==> src/hdl/spc_pkg.sv <==
// Package: screen constants, command and mode codes, payload and axis result types.
`default_nettype none
package spc_pkg;

  localparam int SCREEN_W = 320;
  localparam int SCREEN_H = 200;

  // Signed working width: holds a 16-bit position plus or minus a screen extent.
  localparam int CALC_W = 18;

  typedef enum logic [2:0] {
    ACT_SET_POS   = 3'd0,
    ACT_SET_DX    = 3'd1,
    ACT_SET_DY    = 3'd2,
    ACT_SET_MODE  = 3'd3,
    ACT_DRAW      = 3'd4
  } action_e;

  typedef enum logic [1:0] {
    MODE_CLAMP  = 2'd0,
    MODE_CENTRE = 2'd1,
    MODE_INSIDE = 2'd2,
    MODE_WRAP   = 2'd3
  } mode_e;

  // Drift codes; code three is stored but moves nothing.
  localparam logic [1:0] DRIFT_NONE  = 2'd0;
  localparam logic [1:0] DRIFT_PLUS  = 2'd1;
  localparam logic [1:0] DRIFT_MINUS = 2'd2;

  typedef struct packed {
    logic [2:0]         action;
    logic signed [15:0] new_x;
    logic signed [15:0] new_y;
    logic [1:0]         drift_dir;
    logic [1:0]         mode_value;
    logic [8:0]         sprite_width;
    logic [7:0]         sprite_height;
  } cmd_t;

  typedef struct packed {
    logic [8:0]         dest_x;
    logic [7:0]         dest_y;
    logic [8:0]         src_x;
    logic [7:0]         src_y;
    logic [8:0]         copy_w;
    logic [7:0]         copy_h;
    logic signed [15:0] placed_x;
    logic signed [15:0] placed_y;
  } res_t;

  typedef struct packed {
    logic signed [CALC_W-1:0] pos;
    logic signed [CALC_W-1:0] dst;
    logic signed [CALC_W-1:0] src;
    logic signed [CALC_W-1:0] ext;
  } axis_res_t;

endpackage
`default_nettype wire

==> src/hdl/spc_cmd_if.sv <==
// Interface: command channel into the sprite placement unit.
`default_nettype none
interface spc_cmd_if;
  logic               valid;
  logic               ready;
  logic [2:0]         action;
  logic signed [15:0] new_x;
  logic signed [15:0] new_y;
  logic [1:0]         drift_dir;
  logic [1:0]         mode_value;
  logic [8:0]         sprite_width;
  logic [7:0]         sprite_height;

  modport source (
    output valid, action, new_x, new_y, drift_dir, mode_value, sprite_width,
           sprite_height,
    input  ready
  );
  modport sink (
    input  valid, action, new_x, new_y, drift_dir, mode_value, sprite_width,
           sprite_height,
    output ready
  );
endinterface
`default_nettype wire

==> src/hdl/spc_res_if.sv <==
// Interface: placement result channel out of the sprite placement unit.
`default_nettype none
interface spc_res_if;
  logic               valid;
  logic               ready;
  logic [8:0]         dest_x;
  logic [7:0]         dest_y;
  logic [8:0]         src_x;
  logic [7:0]         src_y;
  logic [8:0]         copy_w;
  logic [7:0]         copy_h;
  logic signed [15:0] placed_x;
  logic signed [15:0] placed_y;

  modport source (
    output valid, dest_x, dest_y, src_x, src_y, copy_w, copy_h, placed_x, placed_y,
    input  ready
  );
  modport sink (
    input  valid, dest_x, dest_y, src_x, src_y, copy_w, copy_h, placed_x, placed_y,
    output ready
  );
endinterface
`default_nettype wire

==> src/hdl/sprite_place_and_clip.sv <==
// Top level: sprite placement unit with command register, placement logic and result register.
//
//   channel  dir  payload                                           word moves when
//   cmd_i    in   action new_x new_y drift_dir mode_value size      valid && ready
//   res_o    out  dest_x/y src_x/y copy_w/h placed_x/y              valid && ready
//
// A command is taken into the command register and applied to the state when
// it leaves that register; a draw's result loads into the result register at
// that same edge, and its handshake is offered from the result register. One
// word per cycle is sustained while results are taken: the state update and
// both axis placements sit in the combinational logic between the registers.
// Reset clears position and drift and selects auto centre.
// A held result stalls a draw in the command register and every word behind
// it; a command that is not a draw still retires while the result waits.
`default_nettype none
module sprite_place_and_clip (
  input  var logic  clk_i,
  input  var logic  rst_ni,
  spc_cmd_if.sink   cmd_i,
  spc_res_if.source res_o
);

  // command register
  spc_pkg::cmd_t  cmd_q;
  logic           cmd_valid_q;
  logic           is_draw;
  logic           advance;

  // placement state
  logic signed [15:0] pos_x_q, pos_x_d;
  logic signed [15:0] pos_y_q, pos_y_d;
  logic [1:0]         drift_x_q, drift_x_d;
  logic [1:0]         drift_y_q, drift_y_d;
  spc_pkg::mode_e     mode_q, mode_d;

  // result register
  spc_pkg::res_t  res_q;
  logic           res_valid_q;

  logic signed [15:0]  px_drift;
  logic signed [15:0]  py_drift;
  logic signed [spc_pkg::CALC_W-1:0] w_raw, h_raw, w_sat, h_sat;
  logic signed [spc_pkg::CALC_W-1:0] scr_w, scr_h;
  logic                 moving;
  spc_pkg::axis_res_t   x_res, y_res;

  function automatic logic signed [15:0] drift_step(input logic signed [15:0] p,
                                                    input logic [1:0] d);
    logic signed [15:0] r;
    case (d)
      spc_pkg::DRIFT_PLUS:  r = p + 16'sd1;
      spc_pkg::DRIFT_MINUS: r = p - 16'sd1;
      default:              r = p;
    endcase
    return r;
  endfunction

  // a draw waits for the result slot; everything else passes through
  assign is_draw = (spc_pkg::action_e'(cmd_q.action) == spc_pkg::ACT_DRAW);
  assign advance = cmd_valid_q && (!is_draw || !res_valid_q || res_o.ready);
  assign cmd_i.ready = !cmd_valid_q || advance;

  always_ff @(posedge clk_i or negedge rst_ni) begin
    if (!rst_ni) begin
      cmd_valid_q <= 1'b0;
    end else if (cmd_i.ready) begin
      cmd_valid_q <= cmd_i.valid;
    end
  end

  always_ff @(posedge clk_i) begin
    if (cmd_i.valid && cmd_i.ready) begin
      cmd_q.action        <= cmd_i.action;
      cmd_q.new_x         <= cmd_i.new_x;
      cmd_q.new_y         <= cmd_i.new_y;
      cmd_q.drift_dir     <= cmd_i.drift_dir;
      cmd_q.mode_value    <= cmd_i.mode_value;
      cmd_q.sprite_width  <= cmd_i.sprite_width;
      cmd_q.sprite_height <= cmd_i.sprite_height;
    end
  end

  // drift first, then place
  assign px_drift = drift_step(pos_x_q, drift_x_q);
  assign py_drift = drift_step(pos_y_q, drift_y_q);

  assign scr_w = spc_pkg::CALC_W'(spc_pkg::SCREEN_W);
  assign scr_h = spc_pkg::CALC_W'(spc_pkg::SCREEN_H);
  assign w_raw = spc_pkg::CALC_W'(cmd_q.sprite_width);
  assign h_raw = spc_pkg::CALC_W'(cmd_q.sprite_height);
  // oversized sprites saturate to the screen
  assign w_sat = (w_raw > scr_w) ? scr_w : w_raw;
  assign h_sat = (h_raw > scr_h) ? scr_h : h_raw;

  spc_place_axis u_axis_x (
    .mode_i   (mode_q),
    .pos_i    (spc_pkg::CALC_W'(px_drift)),
    .size_i   (w_sat),
    .screen_i (scr_w),
    .res_o    (x_res)
  );

  spc_place_axis u_axis_y (
    .mode_i   (mode_q),
    .pos_i    (spc_pkg::CALC_W'(py_drift)),
    .size_i   (h_sat),
    .screen_i (scr_h),
    .res_o    (y_res)
  );

  assign moving = (cmd_q.drift_dir == spc_pkg::DRIFT_PLUS) ||
                  (cmd_q.drift_dir == spc_pkg::DRIFT_MINUS);

  always_comb begin
    pos_x_d   = pos_x_q;
    pos_y_d   = pos_y_q;
    drift_x_d = drift_x_q;
    drift_y_d = drift_y_q;
    mode_d    = mode_q;
    if (advance) begin
      case (spc_pkg::action_e'(cmd_q.action))
        spc_pkg::ACT_SET_POS: begin
          pos_x_d = cmd_q.new_x;
          pos_y_d = cmd_q.new_y;
          if (mode_q == spc_pkg::MODE_CENTRE) mode_d = spc_pkg::MODE_CLAMP;
        end
        spc_pkg::ACT_SET_DX: begin
          drift_x_d = cmd_q.drift_dir;
          if (moving && mode_q == spc_pkg::MODE_CENTRE) mode_d = spc_pkg::MODE_CLAMP;
        end
        spc_pkg::ACT_SET_DY: begin
          drift_y_d = cmd_q.drift_dir;
          if (moving && mode_q == spc_pkg::MODE_CENTRE) mode_d = spc_pkg::MODE_CLAMP;
        end
        spc_pkg::ACT_SET_MODE: begin
          mode_d = spc_pkg::mode_e'(cmd_q.mode_value);
        end
        spc_pkg::ACT_DRAW: begin
          pos_x_d = x_res.pos[15:0];
          pos_y_d = y_res.pos[15:0];
        end
        default: begin
          // unknown action: no effect
          mode_d = mode_q;
        end
      endcase
    end
  end

  always_ff @(posedge clk_i or negedge rst_ni) begin
    if (!rst_ni) begin
      pos_x_q   <= '0;
      pos_y_q   <= '0;
      drift_x_q <= spc_pkg::DRIFT_NONE;
      drift_y_q <= spc_pkg::DRIFT_NONE;
      mode_q    <= spc_pkg::MODE_CENTRE;
    end else begin
      pos_x_q   <= pos_x_d;
      pos_y_q   <= pos_y_d;
      drift_x_q <= drift_x_d;
      drift_y_q <= drift_y_d;
      mode_q    <= mode_d;
    end
  end

  // result slot
  always_ff @(posedge clk_i or negedge rst_ni) begin
    if (!rst_ni) begin
      res_valid_q <= 1'b0;
    end else if (advance && is_draw) begin
      res_valid_q <= 1'b1;
    end else if (res_o.ready) begin
      res_valid_q <= 1'b0;
    end
  end

  always_ff @(posedge clk_i) begin
    if (advance && is_draw) begin
      res_q.dest_x   <= x_res.dst[8:0];
      res_q.dest_y   <= y_res.dst[7:0];
      res_q.src_x    <= x_res.src[8:0];
      res_q.src_y    <= y_res.src[7:0];
      res_q.copy_w   <= x_res.ext[8:0];
      res_q.copy_h   <= y_res.ext[7:0];
      res_q.placed_x <= x_res.pos[15:0];
      res_q.placed_y <= y_res.pos[15:0];
    end
  end

  assign res_o.valid    = res_valid_q;
  assign res_o.dest_x   = res_q.dest_x;
  assign res_o.dest_y   = res_q.dest_y;
  assign res_o.src_x    = res_q.src_x;
  assign res_o.src_y    = res_q.src_y;
  assign res_o.copy_w   = res_q.copy_w;
  assign res_o.copy_h   = res_q.copy_h;
  assign res_o.placed_x = res_q.placed_x;
  assign res_o.placed_y = res_q.placed_y;

endmodule
`default_nettype wire

==> src/hdl/spc_place_axis.sv <==
// Module: placement and clipping of one axis by the current mode.
`default_nettype none
module spc_place_axis (
  input  var spc_pkg::mode_e                    mode_i,
  input  var logic signed [spc_pkg::CALC_W-1:0] pos_i,
  input  var logic signed [spc_pkg::CALC_W-1:0] size_i,
  input  var logic signed [spc_pkg::CALC_W-1:0] screen_i,
  output spc_pkg::axis_res_t                    res_o
);

  logic signed [spc_pkg::CALC_W-1:0] lim;
  logic signed [spc_pkg::CALC_W-1:0] neg_size;
  logic signed [spc_pkg::CALC_W-1:0] v1;
  logic signed [spc_pkg::CALC_W-1:0] v;
  logic signed [spc_pkg::CALC_W-1:0] s;
  logic signed [spc_pkg::CALC_W-1:0] e;

  assign lim      = screen_i - size_i;
  assign neg_size = -size_i;

  always_comb begin
    v1 = pos_i;
    v  = pos_i;
    s  = '0;
    e  = size_i;
    case (mode_i)
      spc_pkg::MODE_CENTRE: begin
        v = (screen_i >>> 1) - (size_i >>> 1);
      end
      spc_pkg::MODE_INSIDE: begin
        v1 = (pos_i > lim) ? lim : pos_i;
        v  = (v1 < 0) ? '0 : v1;
      end
      spc_pkg::MODE_WRAP, spc_pkg::MODE_CLAMP: begin
        if (mode_i == spc_pkg::MODE_WRAP) begin
          // off the far edge reappears before the near one, and back
          v1 = (pos_i > screen_i) ? neg_size : pos_i;
          v  = (v1 < neg_size) ? screen_i : v1;
        end else begin
          v1 = (pos_i > screen_i) ? screen_i : pos_i;
          v  = (v1 < neg_size) ? neg_size : v1;
        end
        if (v > lim) begin
          e = screen_i - v;
        end else if (v < 0) begin
          e = v + size_i;
          s = -v;
        end else begin
          e = size_i;
        end
      end
      default: begin
        v = pos_i;
      end
    endcase
  end

  assign res_o.pos = v;
  assign res_o.dst = v + s;
  assign res_o.src = s;
  assign res_o.ext = e;

endmodule
`default_nettype wire

==> src/flat_wrapper.sv <==
// flat-port wrapper written by rule: the top's interface ports become plain ports
module sprite_place_and_clip_flat 
  (clk_i, rst_ni, cmd_i_valid, cmd_i_action, cmd_i_new_x, cmd_i_new_y, cmd_i_drift_dir, cmd_i_mode_value, cmd_i_sprite_width, cmd_i_sprite_height, cmd_i_ready, res_o_valid, res_o_dest_x, res_o_dest_y, res_o_src_x, res_o_src_y, res_o_copy_w, res_o_copy_h, res_o_placed_x, res_o_placed_y, res_o_ready);
  spc_cmd_if cmd_i_i ();
  spc_res_if res_o_i ();
  input  var logic clk_i;
  input  var logic rst_ni;
  input wire logic [$bits(cmd_i_i.valid)-1:0] cmd_i_valid;
  input wire logic [$bits(cmd_i_i.action)-1:0] cmd_i_action;
  input wire logic [$bits(cmd_i_i.new_x)-1:0] cmd_i_new_x;
  input wire logic [$bits(cmd_i_i.new_y)-1:0] cmd_i_new_y;
  input wire logic [$bits(cmd_i_i.drift_dir)-1:0] cmd_i_drift_dir;
  input wire logic [$bits(cmd_i_i.mode_value)-1:0] cmd_i_mode_value;
  input wire logic [$bits(cmd_i_i.sprite_width)-1:0] cmd_i_sprite_width;
  input wire logic [$bits(cmd_i_i.sprite_height)-1:0] cmd_i_sprite_height;
  output wire logic [$bits(cmd_i_i.ready)-1:0] cmd_i_ready;
  output wire logic [$bits(res_o_i.valid)-1:0] res_o_valid;
  output wire logic [$bits(res_o_i.dest_x)-1:0] res_o_dest_x;
  output wire logic [$bits(res_o_i.dest_y)-1:0] res_o_dest_y;
  output wire logic [$bits(res_o_i.src_x)-1:0] res_o_src_x;
  output wire logic [$bits(res_o_i.src_y)-1:0] res_o_src_y;
  output wire logic [$bits(res_o_i.copy_w)-1:0] res_o_copy_w;
  output wire logic [$bits(res_o_i.copy_h)-1:0] res_o_copy_h;
  output wire logic [$bits(res_o_i.placed_x)-1:0] res_o_placed_x;
  output wire logic [$bits(res_o_i.placed_y)-1:0] res_o_placed_y;
  input wire logic [$bits(res_o_i.ready)-1:0] res_o_ready;
  assign cmd_i_i.valid = cmd_i_valid;
  assign cmd_i_i.action = cmd_i_action;
  assign cmd_i_i.new_x = cmd_i_new_x;
  assign cmd_i_i.new_y = cmd_i_new_y;
  assign cmd_i_i.drift_dir = cmd_i_drift_dir;
  assign cmd_i_i.mode_value = cmd_i_mode_value;
  assign cmd_i_i.sprite_width = cmd_i_sprite_width;
  assign cmd_i_i.sprite_height = cmd_i_sprite_height;
  assign cmd_i_ready = cmd_i_i.ready;
  assign res_o_valid = res_o_i.valid;
  assign res_o_dest_x = res_o_i.dest_x;
  assign res_o_dest_y = res_o_i.dest_y;
  assign res_o_src_x = res_o_i.src_x;
  assign res_o_src_y = res_o_i.src_y;
  assign res_o_copy_w = res_o_i.copy_w;
  assign res_o_copy_h = res_o_i.copy_h;
  assign res_o_placed_x = res_o_i.placed_x;
  assign res_o_placed_y = res_o_i.placed_y;
  assign res_o_i.ready = res_o_ready;
  sprite_place_and_clip u_core (.clk_i(clk_i), .rst_ni(rst_ni), .cmd_i(cmd_i_i), .res_o(res_o_i));
endmodule
==> config.mk <==
export PLATFORM = sky130hd
export DESIGN_NAME = sprite_place_and_clip_flat
export DESIGN_NICKNAME = d
export VERILOG_FILES = /design/src/hdl/spc_pkg.sv /design/src/hdl/spc_cmd_if.sv /design/src/hdl/spc_res_if.sv /design/src/hdl/sprite_place_and_clip.sv /design/src/hdl/spc_place_axis.sv /design/src/flat_wrapper.sv
export SDC_FILE = /design/constraint.sdc
export NUM_CORES = 1
export LEC_CHECK = 0
export BUFFER_PORTS_ARGS = -buffer_cell sky130_fd_sc_hd__buf_2
export CORE_MARGIN = 3
export CORE_UTILIZATION = 27
export CTS_CLUSTER_DIAMETER = 120
export DETAILED_ROUTE_END_ITERATION = 7
export GPL_TIMING_DRIVEN = 1
export SYNTH_ARGS = -nofsm -noshare
export SYNTH_HDL_FRONTEND = slang
export SYNTH_SLANG_ARGS = --single-unit
==> constraint.sdc <==
create_clock -name clk_i -period 17.6 [get_ports clk_i]
set_input_delay 2.64 -clock clk_i [delete_from_list [all_inputs] [get_ports clk_i]]
set_output_delay 2.64 -clock clk_i [all_outputs]
set_load 0.005 [all_outputs]
==> results.yml, run 1 <==
run_status:
  status: "completed"
global_route:
  grt_pass1_vias: 16000
  grt_first_pass_wirelength_microns: 95100
  grtUsageTotal_pct: 18.3
  grt_max_degree: 75
  grt_overflow: 0
  antenna_found_initial: 1
logic_synthesis:
  synth-main-ff-cell: "edfxtp_1"
  synth_fp_nets: 2268
  synth_cell_types: 102
  ys_seq_area_share_pct: 29.8
  synthArstFlopShare_pct: 22.3
  synth_seq_cells: 179
  syn_avg_cell_area_sq_um: 8.61
  synthesis.area_sq_mm: 0.0174
  netlist_instances: 2015
  synth_edf_count: 139
  yosys_warnings: 0
worst_setup_path:
  r2r_end: "u_core.res_o.dest_x[8]"
  critical_path_arrival_ns: 12.77
  critPathKind: "flip-flop to flip-flop"
  crit-reg2reg-launch: "u_core.drift_x_q[0]"
  cp-end-kind: "flip-flop"
  max_stage_delay_ns: 0.76
  reg2reg_slack_ns: 5.07
  setup.worst_path.start_class: "flip-flop"
  ff2ff_path_depth: 47
  path_max_fanout: 26
  cp_data_required_time_ns: 17.84
  slowest_stage: "ha_1"
hold_path:
  min_delay_path_depth: 2
  hold_class: "flip-flop to flip-flop"
  worstHoldStart: "u_core.pos_x_q[15]"
  holdPathEnd: "u_core.pos_x_q[15]"
clock_tree:
  holdBufCountCts: 0
  post-cts-setup-buffers: 0
  root_buffer: "clkbuf_16"
  cts_buffers: 17
  cts_resized: 0
  clkLatencyLatePin_ns: 0.49
  cts.htree.levels: 4
  cts_sinks: 179
  tritoncts: "built"
  clkTransAtPathRegs_ns: 0.08
  cts_buffer_depth: 2
power_and_ir_drop:
  cellLeakagePower_uw: 0.00831
  power.density_mw_per_mm2: 181
  vdd_drop_max_v: 0.0000896
  power.total_uw: 3530
placement:
  numPlacedInstances: 2913
  routabilityCongestion: 0.926
  port_buffers: 144
  hpwl_microns: 48100
floorplanning:
  initial_core_util_pct: 27.4
  core_sq_mm: 0.0633
  die_h_microns: 260
  rows: 92
  die_area_sq_mm: 0.0674
  pin_count: 145
  die_w_microns: 260
final_layout:
  regArea_sq_mm: 0.00518
  nets: 2339
  drive_gt1_share_pct: 12.1
  n_fill_cell: 6762
  stdcell_count: 2945
  multi_input_area_sq_mm: 0.0112
  n_antenna_cell: 0
  synthToLayoutAreaGrowth_pct: 12.1
sta:
  skew_ns: 0.0138
  fmax_ghz: 0.0798
  hold_viol_final: 0
  rsz0062_at_grt: "false"
  drv_slew: 0
  setup_tns_ns: 0
  max_slew_margin_pct: 14.8
  setup_viol: 0
  fin_crit_ns: 12.53
  worstMarginPinSlew_ns: 1.28
  post-route-period-util_pct: 71.2
drt:
  drc_errors: 0
  drtIter0Drc: 1664
  routed_wl_microns: 63200
  first_pass_iters: 5
  wl_per_cell_microns: 21.5
  routed_via_density: 5.58
  vias: 16400
  ant_nets: 0
job:
  maxCapViolations: 0
## routing by layer
metal	GRT usage, %	routed length [microns]	vias to the layer above
li1	-	-	7683
met1	22.4	25600	7913
met2	30.4	30000	669
met3	3.77	4400	156
met4	9.41	3270	0
met5	0	0	-
## cell usage after synthesis (37+ instances only)
cell	instances	share of area (%)
ha_1	189	14
nand3_1	50	1.4
o21ai_0	117	3.4
nand4_1	37	1.3
a21oi_1	144	4.2
xnor2_1	60	3.0
nand2_1	141	3.0
edfxtp_1	139	24
nor3_1	41	1.2
inv_1	133	2.9
dfrtp_1	39	5.6
clkbuf_1	86	1.9
nor2_1	156	3.4
a21o_1	76	3.3
## critical path: cells and delay by family (launching register included)
| family | cells | cell delay [ns] |
|---|---|---|
| XOR/XNOR | 2 | 0.26 |
| flip-flops | 1 | 0.36 |
| AO/OA/AOI/OAI | 25 | 5.86 |
| adder cells (fa/ha/maj) | 5 | 1.97 |
| AND/OR/NAND/NOR | 11 | 3.45 |
| buffers and inverters | 4 | 0.34 |
## power breakdown
part	internal, uW	switching [uW]	leakage [uW]	total, uW
Combinational	906	1570	0.00624	2480
Clock	203	195	0.000294	398
Sequential	572	82.0	0.00178	654
Total	1680	1850	0.00831	3530
## cells in the final DEF, fill, tap and decap left out, types with 37 or more instances in the layout
cell type | Yosys | layout
a21o_1 | 76 | 76
a21oi_1 | 144 | 144
buf_2 | 21 | 144
dfrtp_1 | 39 | 39
edfxtp_1 | 139 | 139
ha_1 | 189 | 189
inv_1 | 133 | 132
nand2_1 | 141 | 141
nand3_1 | 50 | 50
nand4_1 | 37 | 37
nor2_1 | 156 | 156
nor3_1 | 41 | 41
o21ai_0 | 117 | 117
xnor2_1 | 60 | 60
## metrics by stage
step | instance area [sq um] | utilization, % | setup slack, ns | hold slack, ns
after floorplan | 17400 | - | 7.04 | 0.469
after global placement | 18800 | 29.8 | 5.66 | 0.485
after detailed placement | 18800 | 29.8 | 5.40 | 0.491
after CTS | 19500 | 30.7 | 5.32 | 0.509
after global routing | 19500 | 30.7 | 4.16 | 0.540
final | 19500 | 30.7 | 5.07 | 0.508
## worst max path at each step
stage,startpoint,cells past startpoint,to,slack [ns]
after global routing,u_core.drift_x_q[0],47,u_core.res_o.dest_x[8],4.16
final,u_core.drift_x_q[0],47,u_core.res_o.dest_x[8],5.07
after CTS,u_core.drift_x_q[0],47,u_core.res_o.dest_x[8],5.32
after global placement,u_core.drift_x_q[0],47,u_core.res_o.dest_x[8],5.66
after detailed placement,u_core.drift_x_q[0],47,u_core.res_o.dest_x[8],5.40
after floorplan,u_core.drift_x_q[0],56,u_core.res_o.dest_x[8],7.04
## kinds of logic after synthesis
logic type | share of synthesized area (%)
AO/OA/AOI/OAI | 25.4
AND/OR/NAND/NOR | 18.7
buffers and inverters | 5.77
adder cells (fa/ha/maj) | 14.1
flip-flops | 29.8
XOR/XNOR | 4.49
multiplexers | 1.71
## cell type report
cell class	count	share of cell area, %
Multi-Input combinational cell	1582	57.5
Sequential cell	179	26.6
Clock inverter	15	0.932
Inverter	137	2.65
Clock buffer	17	2.19
Tap cell	846	5.44
Timing Repair Buffer	169	4.67
## flip-flops by register name, indices dropped and copies added, names as in the netlist, 8 cells and up
signal and cells:
u_core.res_o.placed_y 16, u_core.res_o.placed_x 16, u_core.pos_y_q 16, u_core.res_o.src_x 9
u_core.res_o.copy_w 9, u_core.res_o.dest_y 8, u_core.cmd_q 56, u_core.res_o.dest_x 9
u_core.res_o.src_y 8, u_core.pos_x_q 16, u_core.res_o.copy_h 8
No activity file was read; power rests on OpenSTA's default activity.
==> run 2: changes to the inputs <==
==> constraint.sdc (replaced) <==
create_clock -name clk_i -period 10.6 [get_ports clk_i]
set_input_delay 1.59 -clock clk_i [delete_from_list [all_inputs] [get_ports clk_i]]
set_output_delay 1.59 -clock clk_i [all_outputs]
set_load 0.005 [all_outputs]
==> run 2 against run 1 <==
  * Routed wire length is 2.1% higher
  * Clock skew increased by 0.0020 ns
  * Largest cell class unchanged
  * Non-clock buffer count increased by 105
  * Die area unchanged
  * First-iteration DRC count increased by 2.5%
  * Critical path depth grew 1
  * Highest routed layer unchanged
  * Sequential share of layout area decreased by 1.3 points
  * Hold slack improved by 0.00060 ns
==> results.yml, run 2 (synthesized netlist as in run 1, its figures left out) <==
final_layout:
  n_antenna_cell: 0
  synthToLayoutAreaGrowth_pct: 17.7
  stdcell_count: 3050
  mostFrequentLayoutCells: "ha_1 (184), nor2_1 (151), buf_2 (144)"
  largest_reg_flops: 56
  mostFrequentLayoutCell: "ha_1"
  drive_gt1_share_pct: 17.7
  nets: 2444
  max_flop_register: "u_core.cmd_q"
drt:
  vias: 16700
  drtIter0Drc: 1705
  drc_errors: 0
  first_pass_iters: 7
  ant_nets: 0
  routed_via_density: 5.48
  routed_wl_microns: 64500
  wl_per_cell_microns: 21.2
floorplanning:
  initial_core_util_pct: 27.4
  die_area_sq_mm: 0.0674
  die_h_microns: 260
  core_sq_mm: 0.0633
  rows: 92
  die_w_microns: 260
  pin_count: 145
power_and_ir_drop:
  p_comb_share_pct: 72.6
  vdd_drop_max_v: 0.000136
  cellLeakagePower_uw: 0.00886
  p_sw_uw: 3180
  power.density_mw_per_mm2: 306
  seq_power_share_pct: 16.9
  clkPwrFrac_pct: 10.6
  power.internal_uw: 3070
  swShare_pct: 50.9
clock_tree:
  cts.htree.levels: 4
  clkLatencyLatePin_ns: 0.50
  cts_buffer_depth: 2
  cts_buffers: 17
  holdBufCountCts: 0
  clkTransAtPathRegs_ns: 0.09
  root_buffer: "clkbuf_16"
  cts_sinks: 179
  tritoncts: "built"
global_route:
  grt_pass1_vias: 16300
  antenna_found_initial: 2
  grt_overflow: 0
  grt_max_degree: 84
  grtUsageTotal_pct: 18.7
  grt_first_pass_wirelength_microns: 97000
job:
  maxCapViolations: 0
placement:
  port_buffers: 144
  routabilityCongestion: 0.964
  numPlacedInstances: 3011
  hpwl_microns: 50400
sta:
  drv_slew: 0
  skew_ns: 0.0158
  setup_viol: 0
  fmax_ghz: 0.0993
  rsz0062_at_grt: "true"
  post-route-period-util_pct: 95.0
  hold_slack_ns: 0.508
  hold_viol_final: 0
  fin_crit_ns: 10.07
  max_slew_margin_pct: 21.2
  worstMarginPinSlew_ns: 1.18
worst_setup_path:
  crit_path_frequent_cell: "a21oi_1"
  critPathKind: "flip-flop to flip-flop"
  path_max_fanout: 24
  slowest_stage: "or4_4"
  cp-end-kind: "flip-flop"
  cp_data_required_time_ns: 10.83
  setup.worst_path.start_class: "flip-flop"
  max_stage_delay_ns: 0.60
  critical_path_arrival_ns: 10.30
run_status:
  status: "completed"
hold_path:
  hold_class: "flip-flop to flip-flop"
run 2: final timing paths:
| kind | end | start | slack, ns | depth (start not counted) |
|---|---|---|---|---|
| min reg2reg | u_core.pos_x_q[15] | u_core.pos_x_q[15] | 0.51 | 2 |
| min in group asynchronous | u_core.pos_y_q[15] | rst_ni | 1.26 | 1 |
| max reg2reg | u_core.res_o.dest_x[8] | u_core.drift_x_q[0] | 0.53 | 48 |
| min | u_core.pos_x_q[15] | u_core.pos_x_q[15] | 0.51 | 2 |
| max in group asynchronous | u_core.pos_x_q[1] | rst_ni | 8.65 | 1 |
| max | u_core.res_o.dest_x[8] | u_core.drift_x_q[0] | 0.53 | 48 |
run 2: routing by layer:
layer | vias to the layer above | track usage, % | wire, microns
met5 | - | 0 | 0
met4 | 0 | 9.39 | 3330
met3 | 155 | 2.91 | 3570
met2 | 608 | 31.2 | 30200
met1 | 8047 | 23.5 | 27400
li1 | 7901 | - | -
run 2: power groups by stage:
| stage | registers (uW) | logic, uW | clock network, uW |
|---|---|---|---|
| floorplan | 1000 | 2910 | 0 |
| global placement | 1070 | 4330 | 0 |
| detailed placement | 1070 | 4360 | 0 |
| CTS | 1050 | 4390 | 687 |
| global route | 1070 | 4940 | 709 |
| finish | 1060 | 4540 | 660 |
run 2: through the flow:
step	utilization [%]	worst slack [ns]	total power, uW	area (sq um)	setup TNS, ns
floorplan	-	0.0368	3910	17400	0
global placement	31.0	-0.0746	5400	19600	-0.0746
detailed placement	31.0	-0.151	5420	19600	-0.182
CTS	31.9	0.0534	6130	20200	0
global route	32.3	-0.0477	6720	20400	-0.0477
finish	32.3	0.530	6250	20400	0
run 2: what timing repair did:
item                       CTS  global route
pin swaps                    0            13
gates resized for setup      1            42
setup buffers                0             6
setup endpoints to repair    2            10
cloned                       0             1
run 2: final cells by class:
type                            instances  area [sq um]
Clock buffer                           17           425
Multi-Input combinational cell       1582         11400
Fill cell                            6686         42900
Sequential cell                       179          5180
Tap cell                              846          1060
Timing Repair Buffer                  274          1730
Inverter                              137           515
Clock inverter                         15           179
run 2: worst max-delay path, delay by kind of cell (launching register included):
family | cells | cell delay, ns
compound gates | 20 | 3.25
xor+xnor | 3 | 0.40
fa+ha+maj | 5 | 1.28
buf+inv | 5 | 0.56
flops | 1 | 0.36
mux | 1 | 0.25
simple gates | 14 | 3.65
==> run 3: changes to the inputs <==
==> constraint.sdc (replaced) <==
create_clock -name clk_i -period 12.2 [get_ports clk_i]
set_input_delay 1.83 -clock clk_i [delete_from_list [all_inputs] [get_ports clk_i]]
set_output_delay 1.83 -clock clk_i [all_outputs]
set_load 0.005 [all_outputs]
==> run 3 against run 2 <==
  * Clock power down 16%
  * Final cell count down 2.6%
  * Clock skew down 0.0027 ns
  * Sequential power down 11%
  * Design area down 4.1%
  * Via count down 1.1%
==> results.yml, run 3 (synthesized netlist as in run 1, its figures left out) <==
floorplanning:
  pin_count: 145
  die_h_microns: 260
  initial_core_util_pct: 27.4
  rows: 92
  die_area_sq_mm: 0.0674
  die_w_microns: 260
  core_sq_mm: 0.0633
worst_setup_path:
  path_max_fanout: 26
  crit-reg2reg-launch: "u_core.drift_x_q[0]"
  critPathKind: "flip-flop to flip-flop"
  cp_data_required_time_ns: 12.43
  setup.worst_path.start_class: "flip-flop"
  setup.worst_path.start: "u_core.drift_x_q[0]"
  max_stage_delay_ns: 0.60
  slowest_stage: "or4_1"
  cp-end-kind: "flip-flop"
  critical_path_arrival_ns: 11.44
sta:
  fmax_ghz: 0.0891
  hold_viol_final: 0
  worstMarginPinSlew_ns: 1.19
  setup_viol: 0
  fin_ws_ns: 0.982
  drv_slew: 0
  max_slew_margin_pct: 20.8
  fin_crit_ns: 11.22
  post-route-period-util_pct: 92.0
  skew_ns: 0.0131
  rsz0062_at_grt: "false"
  setup_tns_ns: 0
clock_tree:
  cts.htree.levels: 4
  clkTransAtPathRegs_ns: 0.07
  cts_buffers: 17
  post-cts-setup-buffers: 0
  tritoncts: "built"
  holdBufCountCts: 0
  cts_sinks: 179
  root_buffer: "clkbuf_16"
  cts_buffer_depth: 2
  clkLatencyLatePin_ns: 0.50
placement:
  place_ws_ns: 0.968
  routabilityCongestion: 0.964
  hpwl_microns: 49700
  port_buffers: 144
power_and_ir_drop:
  vdd_drop_max_v: 0.000149
  power.density_mw_per_mm2: 263
  cellLeakagePower_uw: 0.00841
drt:
  routed_wl_microns: 64200
  drtIter0Drc: 1676
  routed_via_density: 5.56
  wl_per_cell_microns: 21.6
  drc_errors: 0
  first_pass_iters: 6
  ant_nets: 0
  vias: 16500
final_layout:
  mostFrequentLayoutCells: "ha_1 (188), nor2_1 (156), a21oi_1 (144), buf_2 (144), nand2_1 (141)"
  nets: 2363
  mostFrequentLayoutCell: "ha_1"
  synthToLayoutAreaGrowth_pct: 12.9
  largest_reg_flops: 56
  max_flop_register: "u_core.cmd_q"
  drive_gt1_share_pct: 13.1
hold_path:
  hold_class: "flip-flop to flip-flop"
  worstHoldStart: "u_core.pos_y_q[15]"
job:
  maxCapViolations: 0
run_status:
  status: "completed"
global_route:
  grt_first_pass_wirelength_microns: 97700
  grt_pass1_vias: 16100
  antenna_found_initial: 3
  grt_overflow: 0
  grt_max_degree: 68
  grtUsageTotal_pct: 18.8
## run 3: routing by layer
| layer | GRT usage (%) | up-vias | routed length (microns) | share of wire, % |
|---|---|---|---|---|
| met5 | 0 | - | 13 | 0.020 |
| met4 | 8.58 | 2 | 2800 | 4.4 |
| met3 | 3.49 | 159 | 3660 | 5.7 |
| met2 | 31.9 | 621 | 30900 | 48 |
| met1 | 23.2 | 7989 | 26800 | 42 |
| li1 | - | 7748 | - | - |
## run 3: worst max-delay path: cells and delay by family, from the launching register on
| kind | cells | cell delay [ns] |
|---|---|---|
| AO/OA/AOI/OAI | 24 | 5.44 |
| adder cells (fa/ha/maj) | 4 | 1.16 |
| flip-flops | 1 | 0.36 |
| AND/OR/NAND/NOR | 13 | 2.97 |
| buffers and inverters | 5 | 0.74 |
| XOR/XNOR | 2 | 0.27 |
## run 3: final timing paths
path / end / cells past startpoint / slack [ns]
worst min-delay path: u_core.pos_y_q[15] / 2 / 0.51
max in group asynchronous: u_core.pos_x_q[12] / 1 / 10.06
min in group asynchronous: u_core.pos_y_q[12] / 1 / 1.48
worst min register to register: u_core.pos_y_q[15] / 2 / 0.51
worst max register to register: u_core.res_o.dest_x[8] / 48 / 0.98
worst max-delay path: u_core.res_o.dest_x[8] / 48 / 0.98
## run 3: through the flow
stage | power, uW | cells | util, % | instance area, sq um | hold WS (ns)
global route | 5550 | 2970 | 31.0 | 19600 | 0.571
detailed placement | 4530 | 2937 | 30.1 | 19000 | 0.500
global placement | 4510 | 2937 | 30.1 | 19000 | 0.492
CTS | 5120 | 2969 | 31.0 | 19600 | 0.516
finish | 5160 | 2970 | 31.0 | 19600 | 0.506
floorplan | 3400 | 2015 | - | 17400 | 0.469
## run 3: area by class of cell
cell class              count  area (sq um)
well taps                 846          1060
clock inverters            15           144
multi-input cells        1582         11200
diodes                      1          2.50
clock buffers              17           425
fillers                  6726         43700
flip-flops and latches    179          5180
repair buffers            193          1090
inverters                 137           515
## run 3: repair_timing
item                       CTS  global route
setup endpoints to repair    0             1
hold endpoints to repair     0             0
gates resized for setup      0             1
## run 3: power by group
group | switching (uW) | internal [uW]
Sequential | 119 | 824
Combinational | 2300 | 1360
Clock | 287 | 270
